## config.mk

```make
export PLATFORM = sky130hd
export DESIGN_NAME = run_length_smoothing_row
export DESIGN_NICKNAME = d
export VERILOG_FILES = /design/src/sv/rlsr_pkg.sv /design/src/sv/rlsr_datapath.sv /design/src/sv/rlsr_ctrl.sv /design/src/sv/run_length_smoothing_row.sv
export SDC_FILE = /design/constraint.sdc
export NUM_CORES = 1
export LEC_CHECK = 0
export ABC_CLOCK_PERIOD_IN_PS = 5300
export BUFFER_PORTS_ARGS = -buffer_cell sky130_fd_sc_hd__clkbuf_2
export CAP_MARGIN = 20
export CORE_MARGIN = 2
export CORE_UTILIZATION = 30
export DETAILED_ROUTE_END_ITERATION = 6
export GPL_TIMING_DRIVEN = 1
export PLACE_DENSITY_LB_ADDON = 0.15
export SETUP_SLACK_MARGIN = 0.02
export SYNTH_ARGS = -nofsm -noshare
export SYNTH_HDL_FRONTEND = slang
export SYNTH_SLANG_ARGS = --single-unit
```

## constraint.sdc

```tcl
create_clock -name clock -period 5.3 [get_ports clock]
set_clock_uncertainty 0.2 [all_clocks]
set_input_delay 0.265 -clock clock [delete_from_list [all_inputs] [get_ports clock]]
set_output_delay 0.265 -clock clock [all_outputs]
set_load 0.005 [all_outputs]
```

## src/sv/rlsr_pkg.sv

```systemverilog
`timescale 1ns / 1ps

package rlsr_pkg;

   localparam int MAX_GAP = 63;
   localparam int PIX_W   = 8;
   localparam int GAP_W   = 6;

   typedef struct packed {
      logic [PIX_W-1:0] pixel_in;
      logic             row_end_in;
   } req_word_type;

   typedef struct packed {
      logic [PIX_W-1:0] pixel_out;
      logic             last_of_burst;
      logic             row_end_out;
   } rsp_word_type;

   // controller -> datapath
   typedef struct packed {
      logic take;
      logic fetch_first;
      logic emit_buf;
      logic emit_tail;
   } cmd_type;

   // datapath -> controller
   typedef struct packed {
      logic out_free;
      logic need_flush;
      logic has_more;
      logic tail_pending;
   } sts_type;

endpackage

```

## src/sv/rlsr_datapath.sv

```systemverilog
`timescale 1ns / 1ps

module rlsr_datapath #(
   parameter int MAX_GAP = rlsr_pkg::MAX_GAP
) (
   input  logic                          clock,
   input  logic                          reset,
   input  rlsr_pkg::req_word_type        req_word,
   input  logic                          csr_wr_en,
   input  logic [rlsr_pkg::GAP_W-1:0]    csr_wr_data,
   input  rlsr_pkg::cmd_type             cmd,
   output rlsr_pkg::sts_type             sts,
   output logic                          rsp_valid,
   input  logic                          rsp_stall,
   output rlsr_pkg::rsp_word_type        rsp_word
);

   localparam int LEN_W = $clog2(MAX_GAP + 1);
   localparam int IDX_W = (MAX_GAP > 1) ? $clog2(MAX_GAP) : 1;
   localparam int NXT_W = LEN_W + 1;
   localparam int CMP_W = LEN_W + 2;
   localparam int PIX_W = rlsr_pkg::PIX_W;
   localparam int GAP_W = rlsr_pkg::GAP_W;

   logic [GAP_W-1:0] max_gap_ff, max_gap_in;
   logic [LEN_W-1:0] run_len_ff, run_len_in;
   logic             zero_seen_ff, zero_seen_in;
   logic             passing_ff, passing_in;

   logic [LEN_W-1:0] flush_cnt_ff, flush_cnt_in;
   logic             fill_ff, fill_in;
   logic             tail_en_ff, tail_en_in;
   logic [PIX_W-1:0] tail_px_ff, tail_px_in;
   logic             row_end_ff, row_end_in;

   logic [IDX_W-1:0] rd_idx_ff, rd_idx_in;
   logic [PIX_W-1:0] rd_data_ff;

   logic                   rsp_valid_ff, rsp_valid_in;
   rlsr_pkg::rsp_word_type rsp_word_ff, rsp_word_in;

   logic [PIX_W-1:0] run_mem [MAX_GAP];

   logic             px_zero, over, store;
   logic [CMP_W-1:0] gap, held_zs, grow_zs;
   logic [LEN_W-1:0] cnt_now;
   logic             wr_en, rd_en;
   logic [IDX_W-1:0] rd_addr;
   logic [NXT_W-1:0] rd_next;
   logic             out_free;

   // decode of the offered word against current run state
   always_comb begin
      gap = (max_gap_ff > GAP_W'(MAX_GAP)) ? CMP_W'(MAX_GAP) : CMP_W'(max_gap_ff);
      held_zs = CMP_W'(run_len_ff) + CMP_W'(zero_seen_ff);
      grow_zs = held_zs + CMP_W'(1);
      px_zero = (req_word.pixel_in == '0);
      over    = !px_zero && !passing_ff &&
                ((grow_zs > gap) || (run_len_ff >= LEN_W'(MAX_GAP)));
      store   = !px_zero && !passing_ff && !over;
      if (px_zero || over) begin
         cnt_now = run_len_ff;
      end else if (store && req_word.row_end_in) begin
         cnt_now = run_len_ff + LEN_W'(1);
      end else begin
         cnt_now = '0;
      end
   end

   assign out_free = !rsp_valid_ff || !rsp_stall;
   assign rd_next  = NXT_W'(rd_idx_ff) + NXT_W'(1);

   always_comb begin
      sts.out_free     = out_free;
      sts.need_flush   = (cnt_now != '0);
      sts.has_more     = (rd_next < NXT_W'(flush_cnt_ff));
      sts.tail_pending = tail_en_ff;
   end

   always_comb begin
      max_gap_in   = csr_wr_en ? csr_wr_data : max_gap_ff;
      run_len_in   = run_len_ff;
      zero_seen_in = zero_seen_ff;
      passing_in   = passing_ff;
      flush_cnt_in = flush_cnt_ff;
      fill_in      = fill_ff;
      tail_en_in   = tail_en_ff;
      tail_px_in   = tail_px_ff;
      row_end_in   = row_end_ff;
      rd_idx_in    = rd_idx_ff;
      wr_en        = 1'b0;
      rd_en        = 1'b0;
      rd_addr      = rd_next[IDX_W-1:0];
      rsp_valid_in = rsp_valid_ff && rsp_stall;
      rsp_word_in  = rsp_word_ff;

      if (cmd.take) begin
         flush_cnt_in = cnt_now;
         fill_in      = px_zero && (run_len_ff != '0) && (held_zs <= gap);
         tail_en_in   = !store;
         tail_px_in   = req_word.pixel_in;
         row_end_in   = req_word.row_end_in;
         wr_en        = store;
         run_len_in   = (store && !req_word.row_end_in) ? run_len_ff + LEN_W'(1) : '0;
         if (req_word.row_end_in) begin
            zero_seen_in = 1'b0;
            passing_in   = 1'b0;
         end else if (px_zero) begin
            zero_seen_in = 1'b1;
            passing_in   = 1'b0;
         end else if (over) begin
            passing_in   = 1'b1;
         end
         // nothing held: the word goes straight to the output register
         if (cnt_now == '0 && !store) begin
            rsp_valid_in              = 1'b1;
            rsp_word_in.pixel_out     = req_word.pixel_in;
            rsp_word_in.last_of_burst = 1'b1;
            rsp_word_in.row_end_out   = req_word.row_end_in;
         end
      end

      if (cmd.fetch_first) begin
         rd_en     = 1'b1;
         rd_addr   = '0;
         rd_idx_in = '0;
      end

      if (cmd.emit_buf) begin
         rsp_valid_in              = 1'b1;
         rsp_word_in.pixel_out     = fill_ff ? '0 : rd_data_ff;
         rsp_word_in.last_of_burst = !sts.has_more && !tail_en_ff;
         rsp_word_in.row_end_out   = !sts.has_more && !tail_en_ff && row_end_ff;
         if (sts.has_more) begin
            rd_en     = 1'b1;
            rd_idx_in = rd_next[IDX_W-1:0];
         end
      end

      if (cmd.emit_tail) begin
         rsp_valid_in              = 1'b1;
         rsp_word_in.pixel_out     = tail_px_ff;
         rsp_word_in.last_of_burst = 1'b1;
         rsp_word_in.row_end_out   = row_end_ff;
      end
   end

   always_ff @(posedge clock) begin
      if (reset) begin
         max_gap_ff   <= '0;
         run_len_ff   <= '0;
         zero_seen_ff <= 1'b0;
         passing_ff   <= 1'b0;
         rsp_valid_ff <= 1'b0;
      end else begin
         max_gap_ff   <= max_gap_in;
         run_len_ff   <= run_len_in;
         zero_seen_ff <= zero_seen_in;
         passing_ff   <= passing_in;
         rsp_valid_ff <= rsp_valid_in;
      end
   end

   always_ff @(posedge clock) begin
      flush_cnt_ff <= flush_cnt_in;
      fill_ff      <= fill_in;
      tail_en_ff   <= tail_en_in;
      tail_px_ff   <= tail_px_in;
      row_end_ff   <= row_end_in;
      rd_idx_ff    <= rd_idx_in;
      rsp_word_ff  <= rsp_word_in;
   end

   always_ff @(posedge clock) begin
      if (wr_en) begin
         run_mem[run_len_ff[IDX_W-1:0]] <= req_word.pixel_in;
      end
   end

   always_ff @(posedge clock) begin
      if (rd_en) begin
         rd_data_ff <= run_mem[rd_addr];
      end
   end

   assign rsp_valid = rsp_valid_ff;
   assign rsp_word  = rsp_word_ff;

   a_pass_empty : assert property (@(posedge clock) disable iff (reset)
      passing_ff |-> (run_len_ff == '0))
      else $error("pass-through mode with a run still held");

   a_row_clear : assert property (@(posedge clock) disable iff (reset)
      (cmd.take && req_word.row_end_in) |=>
         (!zero_seen_ff && !passing_ff && (run_len_ff == '0)))
      else $error("row state not cleared after end of row");

endmodule

```

## src/sv/rlsr_ctrl.sv

```systemverilog
`timescale 1ns / 1ps

module rlsr_ctrl (
   input  logic              clock,
   input  logic              reset,
   input  logic              req_valid,
   output logic              req_stall,
   input  rlsr_pkg::sts_type sts,
   output rlsr_pkg::cmd_type cmd
);

   localparam logic [1:0] ST_IDLE  = 2'd0;
   localparam logic [1:0] ST_FETCH = 2'd1;
   localparam logic [1:0] ST_BUF   = 2'd2;
   localparam logic [1:0] ST_TAIL  = 2'd3;

   logic [1:0] state_ff, state_in;

   always_comb begin
      state_in        = state_ff;
      cmd.take        = 1'b0;
      cmd.fetch_first = 1'b0;
      cmd.emit_buf    = 1'b0;
      cmd.emit_tail   = 1'b0;
      req_stall       = 1'b1;
      unique case (state_ff)
         ST_IDLE: begin
            req_stall = !sts.out_free;
            if (req_valid && sts.out_free) begin
               cmd.take = 1'b1;
               if (sts.need_flush) begin
                  state_in = ST_FETCH;
               end
            end
         end
         ST_FETCH: begin
            cmd.fetch_first = 1'b1;
            state_in        = ST_BUF;
         end
         ST_BUF: begin
            if (sts.out_free) begin
               cmd.emit_buf = 1'b1;
               if (!sts.has_more) begin
                  state_in = sts.tail_pending ? ST_TAIL : ST_IDLE;
               end
            end
         end
         ST_TAIL: begin
            if (sts.out_free) begin
               cmd.emit_tail = 1'b1;
               state_in      = ST_IDLE;
            end
         end
         default: state_in = ST_IDLE;
      endcase
   end

   always_ff @(posedge clock) begin
      if (reset) begin
         state_ff <= ST_IDLE;
      end else begin
         state_ff <= state_in;
      end
   end

   a_flush_start : assert property (@(posedge clock) disable iff (reset)
      (cmd.take && sts.need_flush) |=> (state_ff == ST_FETCH))
      else $error("held run not fetched after word taken");

   a_tail_after : assert property (@(posedge clock) disable iff (reset)
      (cmd.emit_buf && !sts.has_more && sts.tail_pending) |=> (state_ff == ST_TAIL))
      else $error("pending pixel skipped after flush");

   a_out_free : assert property (@(posedge clock) disable iff (reset)
      (cmd.emit_buf || cmd.emit_tail || cmd.take) |-> sts.out_free)
      else $error("output register overwritten while stalled");

endmodule

```

## src/sv/run_length_smoothing_row.sv

```systemverilog
// A pixel that releases nothing held appears in the cycle after it is taken;
//   a pixel that joins the held run produces nothing and frees the input next cycle.
// Throughput while the output is not stalled: one pixel a cycle while runs are held or
//   passed through; a pixel that closes a run stalls the input for one buffer read
//   ahead, then one word a cycle from the registered read port, then an unstored closing pixel.
// Reset clears run state, mode flags, output valid and max_gap; the buffer is not cleared.
`timescale 1ns / 1ps

module run_length_smoothing_row #(
   parameter int MAX_GAP = rlsr_pkg::MAX_GAP
) (
   input  logic                          clock,
   input  logic                          reset,
   input  logic                          req_valid,
   output logic                          req_stall,
   input  rlsr_pkg::req_word_type        req_word,
   output logic                          rsp_valid,
   input  logic                          rsp_stall,
   output rlsr_pkg::rsp_word_type        rsp_word,
   input  logic                          csr_wr_en,
   input  logic [rlsr_pkg::GAP_W-1:0]    csr_wr_data
);

   rlsr_pkg::cmd_type cmd;
   rlsr_pkg::sts_type sts;

   rlsr_ctrl u_ctrl (
      .clock     (clock),
      .reset     (reset),
      .req_valid (req_valid),
      .req_stall (req_stall),
      .sts       (sts),
      .cmd       (cmd)
   );

   rlsr_datapath #(
      .MAX_GAP (MAX_GAP)
   ) u_datapath (
      .clock       (clock),
      .reset       (reset),
      .req_word    (req_word),
      .csr_wr_en   (csr_wr_en),
      .csr_wr_data (csr_wr_data),
      .cmd         (cmd),
      .sts         (sts),
      .rsp_valid   (rsp_valid),
      .rsp_stall   (rsp_stall),
      .rsp_word    (rsp_word)
   );

endmodule

```

# Word level (Yosys, flattened, before mapping)
# Memories as Yosys holds them, arrays and structs flattened. A register that Yosys moved wholly into a read port is not among the register bits.
# Index checks and enable logic that the tools add are counted.
# word_totals
register_bits	50
latch_bits	0
ram_bits	504
rom_bits	0
input_bits	20
out_inout_bits	12
elab_cells	116
n_memories	1
# mem_list
name	words	width	read_ports	rd_ports_with_merged_regs	wr	line	source
u_datapath.run_mem	63	8	1	1	1	rlsr_datapath.sv:42	logic [PIX_W-1:0] run_mem [MAX_GAP];
# classes
add_sub_neg	4
mul	0
n_div	0
order_cmp	5
n_eq_ne	8
shift	0
muxes	42
n_bitwise	0
n_reduce_logical	41
# ops
operator	count
$mux 6	8
$mux 10	4
$mux 1	22
$logic_and 1x1->1	12
$mux 2	6
$reduce_bool 6->1	2
$logic_not 1->1	10
$reduce_bool 3->1	3
$add 8x1->8 const B	1
$gt 8x8->1	1
$le 8x8->1	1
$logic_not 8->1	1
$mux 8	1
$pmux 2 s4	1
$reduce_and 2->1	4
$add 6x1->7	1
$add 6x1->7 const B	1
$lt 7x6->1	1
$add 6x1->6 const B	1
$ge 6x6->1 const B	1
$gt 6x6->1 const B	1
$logic_not 6->1	1
$ne 2x1->1 const B	3
$reduce_bool 2->1	3
6 further kinds	10

# Logic depth before layout (Yosys ltp)
# Gate-level depths: netlist of the first run.
# logic_depth
depth_word	16
ltp_mapped	17
depth_no_buf	16

# Modules after synthesis
# A second synthesis of the first run with hierarchy kept.
# hier_totals
hier_cells	1669
area_unflattened_um2	23922.9
# by_module_without_submodules
mod	n_inst	cells_each	area_per_inst_um2	seq_area_each_um2
rlsr_datapath	1	1653	23787.8	16595.9
rlsr_ctrl	1	16	135.1	40.0

# Least setup slack after synthesis of the first run
# No wires, ideal clock.
# synth_path
path_type	register -> register
startpoint	register u_datapath.run_len_ff[0]
endpoint	register u_datapath.rsp_word_ff (netlist bit u_datapath.rsp_word[0]), enable pin
setup_time_ns	0.387
arrival_time_ns	4.112
required_time_ns	4.713
setup_slack_ns	0.601
path_stages_with_launch	16
path_buffers	0
synth_period_minus_slack_ns	4.699
cell_sequence	dfxtp_1 > ha_1 > ha_1 > ha_1 > nand3b_1 > o21ai_0 > xnor2_1 > ha_1 > o21a_1 > o22ai_1 > a31oi_1 > a211oi_4 > nor3_1 > a211oi_1 > nand4bb_4 > o21ai_0
# synth_between
elab_chain_cells	14
word_cells_on_any_way	18
cone_classes	add/sub (3); order compare (2); mux (2); reduce/logical (11)
# synth_lines
item	line	source
from (decl)	rlsr_datapath.sv:26	logic [LEN_W-1:0] run_len_ff, run_len_in;
from (signal assigned)	rlsr_datapath.sv:157	run_len_ff <= run_len_in;
$add 6x1->7	rlsr_datapath.sv:55	held_zs = CMP_W'(run_len_ff) + CMP_W'(zero_seen_ff);
$add 8x1->8	rlsr_datapath.sv:56	grow_zs = held_zs + CMP_W'(1);
$gt 8x8->1	rlsr_datapath.sv:59	((grow_zs > gap) || (run_len_ff >= LEN_W'(MAX_GAP)));
$logic_or 1x1->1	rlsr_datapath.sv:59	
$logic_and 1x1->1	rlsr_datapath.sv:58	over = !px_zero && !passing_ff &&
$logic_not 1->1	rlsr_datapath.sv:60	store = !px_zero && !passing_ff && !over;
$logic_and 1x1->1	rlsr_datapath.sv:60	
$logic_and 1x1->1	rlsr_datapath.sv:63	end else if (store && req_word.row_end_in) begin
$mux 6	rlsr_datapath.sv:63	
$mux 6	rlsr_datapath.sv:61	if (px_zero || over) begin
$logic_not 6->1	rlsr_datapath.sv:115	if (cnt_now == '0 && !store) begin
$logic_and 1x1->1 *	rlsr_datapath.sv:115	
$reduce_bool 3->1 (no source line) *	-	
$reduce_and 2->1 (no source line) *	-	
to (signal assigned)	rlsr_datapath.sv:171	rsp_word_ff <= rsp_word_in;
to (decl)	rlsr_datapath.sv:40	rlsr_pkg::rsp_word_type rsp_word_ff, rsp_word_in;
# Every way passes the cells marked *; elsewhere a longest branch is shown, timed or not.
# A chain may end at the register's enable or synchronous reset.

# Worst setup path in the final report of the first run
# layout_path
startpoint	register u_datapath.run_len_ff[1]
endpoint	register u_datapath.rsp_word_ff (netlist bit u_datapath.rsp_word[6]), enable pin
# The elaborated chain is that of the path after synthesis.

==> results of run 1 <==
[logic make-up (layout without fill, tap and decap cells)]
logic type               count (synthesis)  in the layout  synth area share (%)
AND/OR/NAND/NOR                        511            511                  9.72
buffers and inverters                  142            341                  2.56
flip-flops                             562            562                  70.3
adder cells (fa/ha/maj)                 24             24                  1.27
AO/OA/AOI/OAI                          320            320                  9.15
XOR/XNOR                                13             13                 0.513
multiplexers                           111            111                  6.46
[per-stage QoR]
stage	cell area [um2]	total power, mW	utilization (%)	hold slack [ps]
detailed placement	25800	8.49	33.2	283
CTS	28200	13.2	36.3	22.4
global placement	25800	8.48	33.2	280
global route	28200	13.6	36.3	26.9
finish	28200	13.0	36.3	35.6
floorplan	23700	7.15	-	164
[Yosys cell counts, types with 6 or more instances]
master and instances:
nand2_1 228, xor2_1 6, xnor2_1 6, edfxtp_1 538
and3_1 19, inv_1 31, a31oi_1 24, o211ai_1 6
clkbuf_1 52, o221ai_1 22, a221oi_1 17, buf_1 12
nor3_1 18, mux2i_1 65, dfxtp_1 24, o22ai_1 10
o21ai_0 53, a21oi_1 83, a22oi_1 9, mux2_2 14
nor2b_1 25, a211oi_1 38, nor2_1 116, a311oi_1 20
buf_2 40, mux4_2 32, nand3_1 64, ha_1 24
[sequential cells by signal (all words and copies together) (netlist names), 2 cells and up]
signal and count:
u_datapath.tail_px_ff 8, u_datapath.run_mem 504, u_datapath.rsp_word 10, u_datapath.run_len_ff 6
u_datapath.flush_cnt_ff 6, u_datapath.rd_data_ff 8, u_datapath.max_gap_ff 6, u_datapath.rd_idx_ff 6
u_ctrl.state_ff 2
[power groups by stage]
stage               Sequential, mW  Combinational (mW)  Clock, mW
finish                        5.00                3.39       4.64
global route                  5.00                3.65       4.93
CTS                           5.00                3.42       4.75
detailed placement            5.09                3.40          0
global placement              5.09                3.38          0
floorplan                     5.08                2.07          0
[per-layer routing]
metal	track usage (%)	vias to the layer above	wire length, um
met4	6.50	4	2560
met2	28.8	468	33900
li1	-	6765	-
met3	3.03	128	3790
met1	24.3	7642	32200
met5	0	-	32
[critical path, delay by kind of cell, from the launching register on]
family / cells / cell delay, ps
compound gates: 5 / 1350
xor+xnor: 2 / 460
fa+ha+maj: 2 / 690
buf+inv: 2 / 420
flops: 1 / 580
simple gates: 4 / 640
[worst paths after layout]
check / startpoint / endpoint / slack (ps)
setup / recovery: u_datapath.run_len_ff[1] / u_datapath.rsp_word[6] / 660
hold / removal: req_word[7] / u_datapath.run_mem[10][6] / 40
setup reg to reg: u_datapath.run_len_ff[1] / u_datapath.rsp_word[6] / 660
hold reg to reg: u_datapath.rd_idx_ff[4] / u_datapath.rd_idx_ff[4] / 300
[final cells by class]
cell class	instances	area (um2)	area share (%)
clock buffer	84	1850	6.54
clock inverter	31	362	1.28
inverter	34	128	0.452
multi-input combinational	979	6470	22.9
sequential	562	16600	59.0
tap	1040	1300	4.61
timing repair buffer	192	1480	5.26
[timing repair]
action	4_1_cts	5_1_grt
resized for setup	0	0
hold buffers	23	0
hold endpoints to repair	24	0
==> flow_metrics.tcl, run 1 <==
set metrics [dict create \
    power_switching_mw 4.08 \
    yosys.area.top_type "edfxtp_1" \
    dpl.hpwl_mm 45.3 \
    drt_iter0_drc 1302 \
    portBuffers 31 \
    start_kind "register" \
    tightest_slew_ps 1140 \
    arrival_ps 4750 \
    clkSlewWorstSetupHoldPaths_ps 60 \
    drt_pass1_iterations 6 \
    die_x_um 285 \
    switching_share_pct 31.3 \
    yosysWarnings 0 \
    hp-class "input port to register" \
    p_comb_share_pct 26.0 \
    placedCellCount 2783 \
    root_buffer "clkbuf_16" \
    ioPinCount 32 \
    cts_max_level 3 \
    synth.avg_cell_area_um2 14.1 \
    critical_path.slowest_cell "dfxtp_1" \
    min_period_ps 4640 \
    fin_crit_sh_pct 87.6 \
    final_cells 2922 \
    cpPeakStageDelay_ps 580 \
    syn_nets 1727 \
    synthCells 1683 \
    clock_power_share_pct 35.6 \
    num-nets-final 1879 \
    rsz0062_at_grt "no" \
    clkSinkCount 562 \
    grtUsageTotal_pct 17.9 \
    cellLeakagePower_nw 9.50 \
    whs_path_depth 2 \
    wl_per_cell_um 24.8 \
    setup_viol 0 \
    hold_violations 0 \
    cp_cell_sequence "ha_1 -> xor2_1 -> and3_1 -> and3_1 -> xor2_1 -> ha_1 -> a211oi_1 -> a31oi_1 -> a211oi_4 -> buf_4 -> nor3_1 -> a211oi_1 -> nand4bb_4 -> o21ai_0 -> buf_4" \
    ys.flop_type "edfxtp_1" \
    start_util_pct 30.4 \
    max_freq_mhz 215 \
    n_antenna_cell 0 \
    r2r_cells 15 \
    grt-ovfl-total 0 \
    die_height_um 285 \
    wirelength_mm 72.5 \
    dpl_worst_slack_ps 626 \
    grt_pass1_wl_mm 106 \
    seqPwrFrac_pct 38.4 \
    cp_data_required_time_ps 5400 \
    slew_viol_final 0 \
    final_cell_mix "edfxtp_1 (538), nand2_1 (227), buf_4 (133)" \
    die-area_um2 81100 \
    synth.distinct_cells 66 \
    synth_edf_count 538 \
    fin_setup_tns_ps 0 \
    drive_gt1_share_pct 17.7 \
    power.internal_mw 8.96 \
    fin_ws_ps 657 \
    max-vdd-ir-drop_mv 0.366 \
    antenna_found_initial 2 \
    yosysSeqAreaShare_pct 70.3 \
    cts_setup_buffers 0 \
    syn_area_um2 23700 \
    grt_pass1_vias 15527 \
    final_common_cell "edfxtp_1" \
    core_um2 77700 \
    cts_buffer_depth 3 \
    place_congestion 0.819 \
    crit_fanout 12 \
    ant_nets 0 \
    placementRows 102 \
    synth_top_cells_by_area "edfxtp_1 (68%), nand2_1 (3.6%), mux4_2 (3.0%)" \
    synth-async-reset-ratio_pct 0 \
    synth_top_area_share_pct 68.3 \
    relSlewSlack_pct 24.3 \
    critical_path_class "register to register" \
    vias_per_cell 5.14 \
    cts_tree "done" \
    cts_inserted_buffers 66 \
    grt_max_degree 152 \
    syn_to_final_growth_pct 19.3 \
    worst_skew_pair.late_latency_ps 590 \
    route.detailed.drc 0 \
    cp-end-kind "register" \
    n_fill_cell 7490 \
    power_density_nw_per_um2 462 \
    ys_ff_latch 562 \
    num_vias 15007 \
    cap_violations 0 \
    status "complete, no violations" \
]
Note: power is estimated with default switching activity, not from simulation.
==> run 2: changes to the inputs <==
ABC_AREA = 1   (was default)
==> flow_metrics.tcl, run 2 <==
set metrics [dict create \
    grt_pass1_vias 15813 \
    vias_per_cell 5.16 \
    n_antenna_cell 0 \
    cts_inserted_buffers 66 \
    met1_length_mm 32.3 \
    final_core_util_pct 35.0 \
    placementRows 102 \
    largest_reg_flops 504 \
    whs_path_depth 2 \
    max-vdd-ir-drop_mv 0.424 \
    final_cells 3036 \
    regToRegSetupSlack_ps 590 \
    hold_violations 0 \
    hp-class "input port to register" \
    die_x_um 283 \
    critical_path.slowest_cell "nor2_1" \
    critical_path_class "register to register" \
    min_from "req_word[3]" \
    ant_nets 0 \
    root_buffer "clkbuf_16" \
    cts_setup_buffers 0 \
    critical_path.startpoint "u_datapath.run_len_ff[0]" \
    num-nets-final 1990 \
    clkSinkCount 562 \
    cpPeakStageDelay_ps 620 \
    fin_crit_sh_pct 88.9 \
    drive_gt1_share_pct 10.7 \
    synth_top_area_share_pct 69.3 \
    cts_buffer_depth 3 \
    syn_nets 1929 \
    cp_data_required_time_ps 5320 \
    cellLeakagePower_nw 8.93 \
    dpl_worst_slack_ps 577 \
    cts_tree "done" \
    synth.distinct_cells 44 \
    hold_end "u_datapath.run_mem[31][2]" \
    drt_iter0_drc 1702 \
    ys_ff_latch 562 \
    drt_pass1_iterations 5 \
    num_vias 15662 \
    grtUsageTotal_pct 18.4 \
    antenna_found_initial 0 \
    fin_setup_tns_ps 0 \
    portBuffers 31 \
    yosysWarnings 0 \
    status "complete, no violations" \
    arrival_ps 4730 \
    final_common_cell "edfxtp_1" \
    power_density_nw_per_um2 526 \
    die_height_um 283 \
    synth.avg_cell_area_um2 12.4 \
    top_layer_used "met4" \
    r2r-start "u_datapath.run_len_ff[0]" \
    syn_to_final_growth_pct 16.1 \
    ioPinCount 32 \
    reg2reg_to "u_datapath.run_mem[14][7]" \
    max_freq_mhz 212 \
    dr_wl_met3_mm 5.11 \
    synthCells 1885 \
    setup_viol 0 \
    start_util_pct 30.2 \
    fin_ws_ps 590 \
    cap_violations 0 \
    slew_viol_final 0 \
    dpl.hpwl_mm 44.6 \
    route.detailed.drc 0 \
    synth_top_cells_by_area "edfxtp_1 (69%), o21ai_0 (5.9%), nor2_1 (5.4%)" \
    synth-async-reset-ratio_pct 0 \
    yosys.area.top_type "edfxtp_1" \
    core_um2 77200 \
    tightest_slew_ps 1040 \
    grt_max_degree 120 \
    final_cell_mix "edfxtp_1 (538), nor2_1 (333), o21ai_0 (276)" \
    rsz0062_at_grt "no" \
    synth.most_common_cell "edfxtp_1" \
    clkSlewWorstSetupHoldPaths_ps 60 \
    cp_cell_sequence "ha_1 -> ha_1 -> inv_1 -> nand2_1 -> nand2_1 -> inv_1 -> nand3_1 -> nor2_1 -> nand2_1 -> xnor2_1 -> ha_1 -> nand2_1 -> inv_1 -> nand2_1 -> nand2_1 -> nand2_1 -> nand2_1 -> nor2_4 -> nand2_2 -> nor2_4 -> inv_4 -> nor2_8 -> nand2_2 -> nor2_1" \
    die-area_um2 79900 \
    yosysSeqAreaShare_pct 71.4 \
    place_congestion 0.846 \
    ys.flop_type "edfxtp_1" \
    wirelength_mm 72.9 \
    r2r_cells 24 \
    wl_met2_mm 33.5 \
    worst_skew_pair.late_latency_ps 600 \
    total_power_mw 14.2 \
    synth_common_cells "edfxtp_1 (538), nor2_1 (334), o21ai_0 (276)" \
    syn_area_um2 23300 \
    wl_per_cell_um 24.0 \
    start_kind "register" \
    min_period_ps 4710 \
    grt_pass1_wl_mm 107 \
    cp-end-kind "register" \
    cts_max_level 3 \
    crit_fanout 10 \
    cpMostUsedCell "nand2_1" \
    placedCellCount 2891 \
    grt-ovfl-total 0 \
    relSlewSlack_pct 30.6 \
    cts_resized 0 \
    synth_edf_count 538 \
]
## run 2: cell count changes in the layout (fill, tap and decap cells not counted), sizes merged, moves of 65 or more
cell   delta
buf      -91
mux2i    -65
nand2    -66
nor2    +226
o21ai   +231
## run 2: worst max path at each step
stage / depth (start not counted) / end / slack, ps
5_1_grt: 24 / u_datapath.run_mem[14][7] / 170
4_1_cts: 24 / u_datapath.run_mem[14][7] / 550
3_5_place_dp: 24 / u_datapath.run_mem[14][1] / 580
3_3_place_gp: 24 / u_datapath.run_mem[14][4] / 650
6_report: 24 / u_datapath.run_mem[14][7] / 590
2_1_floorplan: 23 / u_datapath.run_mem[11][0] / 1540
## run 2: where the power goes
part / total (mW) / internal (mW) / switching (mW) / leakage (nW)
Sequential: 5.16 / 5.09 / 0.0721 / 5.05
Clock: 4.44 / 2.64 / 1.80 / 1.01
Combinational: 4.64 / 1.27 / 3.37 / 2.87
Total: 14.2 / 8.99 / 5.25 / 8.93
## run 2: final cells by class
class / count / area [um2]
fillers: 7535 / 50200
flip-flops and latches: 562 / 16600
multi-input cells: 1130 / 5910
clock buffers: 87 / 1800
well taps: 1040 / 1300
repair buffers: 103 / 788
inverters: 83 / 334
clock inverters: 31 / 279
## run 2: per-stage QoR
step	cell area, um2	hold slack (ps)
3_5_place_dp	24700	288
4_1_cts	27000	47.5
2_1_floorplan	23300	134
3_3_place_gp	24700	288
6_report	27100	62.5
5_1_grt	27100	74.3
## run 2: worst max-delay path, delay by kind of cell, from the launching register on
kind / cells / cell delay [ps]
xor gates and xnor gates: 1 / 130
and+or+nand+nor: 16 / 2500
DFF: 1 / 520
adders and majority gates: 3 / 730
buffers and inverters: 4 / 280
## run 2: logic make-up (layout without fill, tap and decap cells)
kind of cell               count (synthesis)  after routing  synth area share (%)
AOI/OAI and AO/OA                        486            486                  12.6
xor gates and xnor gates                   9              9                 0.338
adders and majority gates                 24             24                  1.29
buffers and inverters                    193            304                  3.30
DFF                                      562            562                  71.4
and+or+nand+nor                          611            611                  11.1
## run 2: layer usage
layer / GRT usage [%] / vias to the layer above
li1: - / 7092
met1: 25.3 / 7860
met2: 29.2 / 598
met3: 3.45 / 112
met4: 6.27 / 0
met5: 0 / -
## run 2: timing repair
item                                   4_1_cts  5_1_grt
setup endpoints to repair                    0        0
hold buffers                                25        0
endpoints found under the hold margin       47        0
==> run 3: changes to the inputs <==
PLACE_DENSITY_LB_ADDON = default   (was 0.15)
==> flow_metrics.tcl, run 3 (synthesis gave the netlist of run 2 again) <==
set metrics [dict create \
    clkSinkCount 562 \
    n_fill_cell 7479 \
    root_buffer "clkbuf_16" \
    power_density_nw_per_um2 506 \
    max_freq_mhz 215 \
    grtUsageTotal_pct 16.3 \
    fin_setup_tns_ps 0 \
    tightest_slew_ps 1130 \
    crit_fanout 10 \
    start_util_pct 30.2 \
    vias_per_cell 5.29 \
    wirelength_mm 65.7 \
    cts_inserted_buffers 56 \
    power.internal_mw 8.52 \
    cts_tree "done" \
    critical_path.slowest_cell "nor2_1" \
    cp-end-kind "register" \
    cap_violations 0 \
    drt_iter0_drc 2407 \
    seqPwrFrac_pct 38.4 \
    wl_per_cell_um 21.9 \
    core_um2 77200 \
    switching_share_pct 36.8 \
    critical_path_class "register to register" \
    syn_to_final_growth_pct 14.3 \
    grt_pass1_vias 15417 \
    largest_reg_flops 504 \
    worst_skew_pair.late_latency_ps 630 \
    hold_end "u_datapath.run_mem[37][2]" \
    regToRegSetupSlack_ps 650 \
    grt-ovfl-total 0 \
    cp_data_required_time_ps 5360 \
    rsz0062_at_grt "no" \
    setup_viol 0 \
    cts_resized 0 \
    hold_violations 0 \
    max-vdd-ir-drop_mv 0.432 \
    cts_setup_buffers 0 \
    num_vias 15879 \
    die-area_um2 79900 \
    cts_buffer_depth 3 \
    drt_pass1_iterations 6 \
    path_delay_family "simple AND/OR/NAND/NOR gates" \
    slew_viol_final 0 \
    status "complete, no violations" \
    arrival_ps 4700 \
    final_cell_mix "edfxtp_1 (538), nor2_1 (333), o21ai_0 (276)" \
    dpl.hpwl_mm 40.1 \
    min_from "req_word[3]" \
    relSlewSlack_pct 24.9 \
    route.detailed.drc 0 \
    cts_max_level 2 \
    hp-class "input port to register" \
    grt_pass1_wl_mm 97.5 \
    reg2reg_to "u_datapath.run_mem[5][5]" \
    grt_max_degree 130 \
    cellLeakagePower_nw 8.73 \
    ioPinCount 32 \
    holdWs_ps 1.65 \
    cp_cell_sequence "ha_1 -> ha_1 -> inv_1 -> nand2_1 -> nand2_1 -> inv_1 -> nand3_1 -> nor2_1 -> nand2_1 -> xnor2_1 -> ha_1 -> nand2_1 -> inv_1 -> nand4_1 -> nand2_1 -> nand2_1 -> nor2_4 -> nand2_2 -> nor2_4 -> nand3_1 -> nor2_1" \
    power_switching_mw 4.97 \
    placementRows 102 \
    start_kind "register" \
    drive_gt1_share_pct 9.93 \
    die_x_um 283 \
    min_period_ps 4650 \
    die_height_um 283 \
    cpMostUsedCell "nand2_1" \
    final_common_cell "edfxtp_1" \
    n_antenna_cell 0 \
    p_comb_share_pct 32.5 \
    ant_nets 0 \
    fin_crit_sh_pct 87.7 \
    clkSlewWorstSetupHoldPaths_ps 60 \
    r2r-start "u_datapath.run_len_ff[0]" \
    cp_num_buf_inv 3 \
    cpPeakStageDelay_ps 700 \
    hold_buffers 25 \
    r2r_cells 21 \
    whs_path_depth 1 \
    clock_power_share_pct 29.1 \
    num-nets-final 1961 \
    portBuffers 31 \
    place_congestion 0.895 \
    antenna_found_initial 1 \
]
==> run 3: stage by stage <==
stage | util, % | total power [mW] | instances | setup slack [ps] | area [um2]
after floorplan | - | 8.10 | 1885 | 1540 | 23300
after global placement | 31.8 | 9.51 | 2873 | 718 | 24600
after detailed placement | 31.8 | 9.55 | 2873 | 599 | 24600
after CTS | 34.5 | 13.5 | 3003 | 585 | 26600
after global routing | 34.5 | 14.1 | 3004 | 236 | 26600
final | 34.5 | 13.5 | 3004 | 653 | 26600
==> run 3: area by class of cell <==
class / instances / area [um2] / area share, %
flip-flops and latches: 562 / 16600 / 62.4
clock buffers: 62 / 1420 / 5.34
multi-input cells: 1130 / 5910 / 22.2
well taps: 1040 / 1300 / 4.88
repair buffers: 84 / 651 / 2.44
inverters: 83 / 333 / 1.25
clock inverters: 43 / 384 / 1.44
==> run 3: worst register-to-register path: stages, from the launching register on <==
cell	delay, ps
dfxtp_1	550
ha_1	230
ha_1	200
inv_1	50
nand2_1	80
nand2_1	80
inv_1	90
nand3_1	100
nor2_1	110
nand2_1	70
xnor2_1	120
ha_1	290
nand2_1	50
inv_1	60
nand4_1	80
nand2_1	90
nand2_1	130
nor2_4	210
nand2_2	110
nor2_4	220
nand3_1	440
nor2_1	700
==> run 3: power by group through the flow <==
stage	registers (mW)	logic [mW]	clock network [mW]
final	5.18	4.39	3.92
after global routing	5.19	4.77	4.15
after CTS	5.18	4.30	3.97
after detailed placement	5.28	4.28	0
after global placement	5.27	4.23	0
after floorplan	5.23	2.87	0
==> run 3: worst max-delay path by stage <==
stage,from,depth (start not counted),to,slack [ps]
6_report,u_datapath.run_len_ff[0],21,u_datapath.run_mem[5][5],650
5_1_grt,u_datapath.run_len_ff[0],21,u_datapath.run_mem[5][5],240
4_1_cts,u_datapath.run_len_ff[0],21,u_datapath.run_mem[5][5],580
3_5_place_dp,u_datapath.run_len_ff[0],21,u_datapath.run_mem[0][0],600
3_3_place_gp,u_datapath.run_len_ff[0],21,u_datapath.run_mem[2][2],720
2_1_floorplan,u_datapath.run_len_ff[0],23,u_datapath.run_mem[11][0],1540
==> run 3: metal layers <==
metal	vias to the layer above	part of all wire (%)	routed length [um]	global-route usage, %
met5	-	0	0	0
met2	904	47	30700	26.7
met4	0	3.8	2480	6.43
met1	7769	40	26500	21.5
met3	169	9.1	5950	3.13
li1	7037	-	-	-
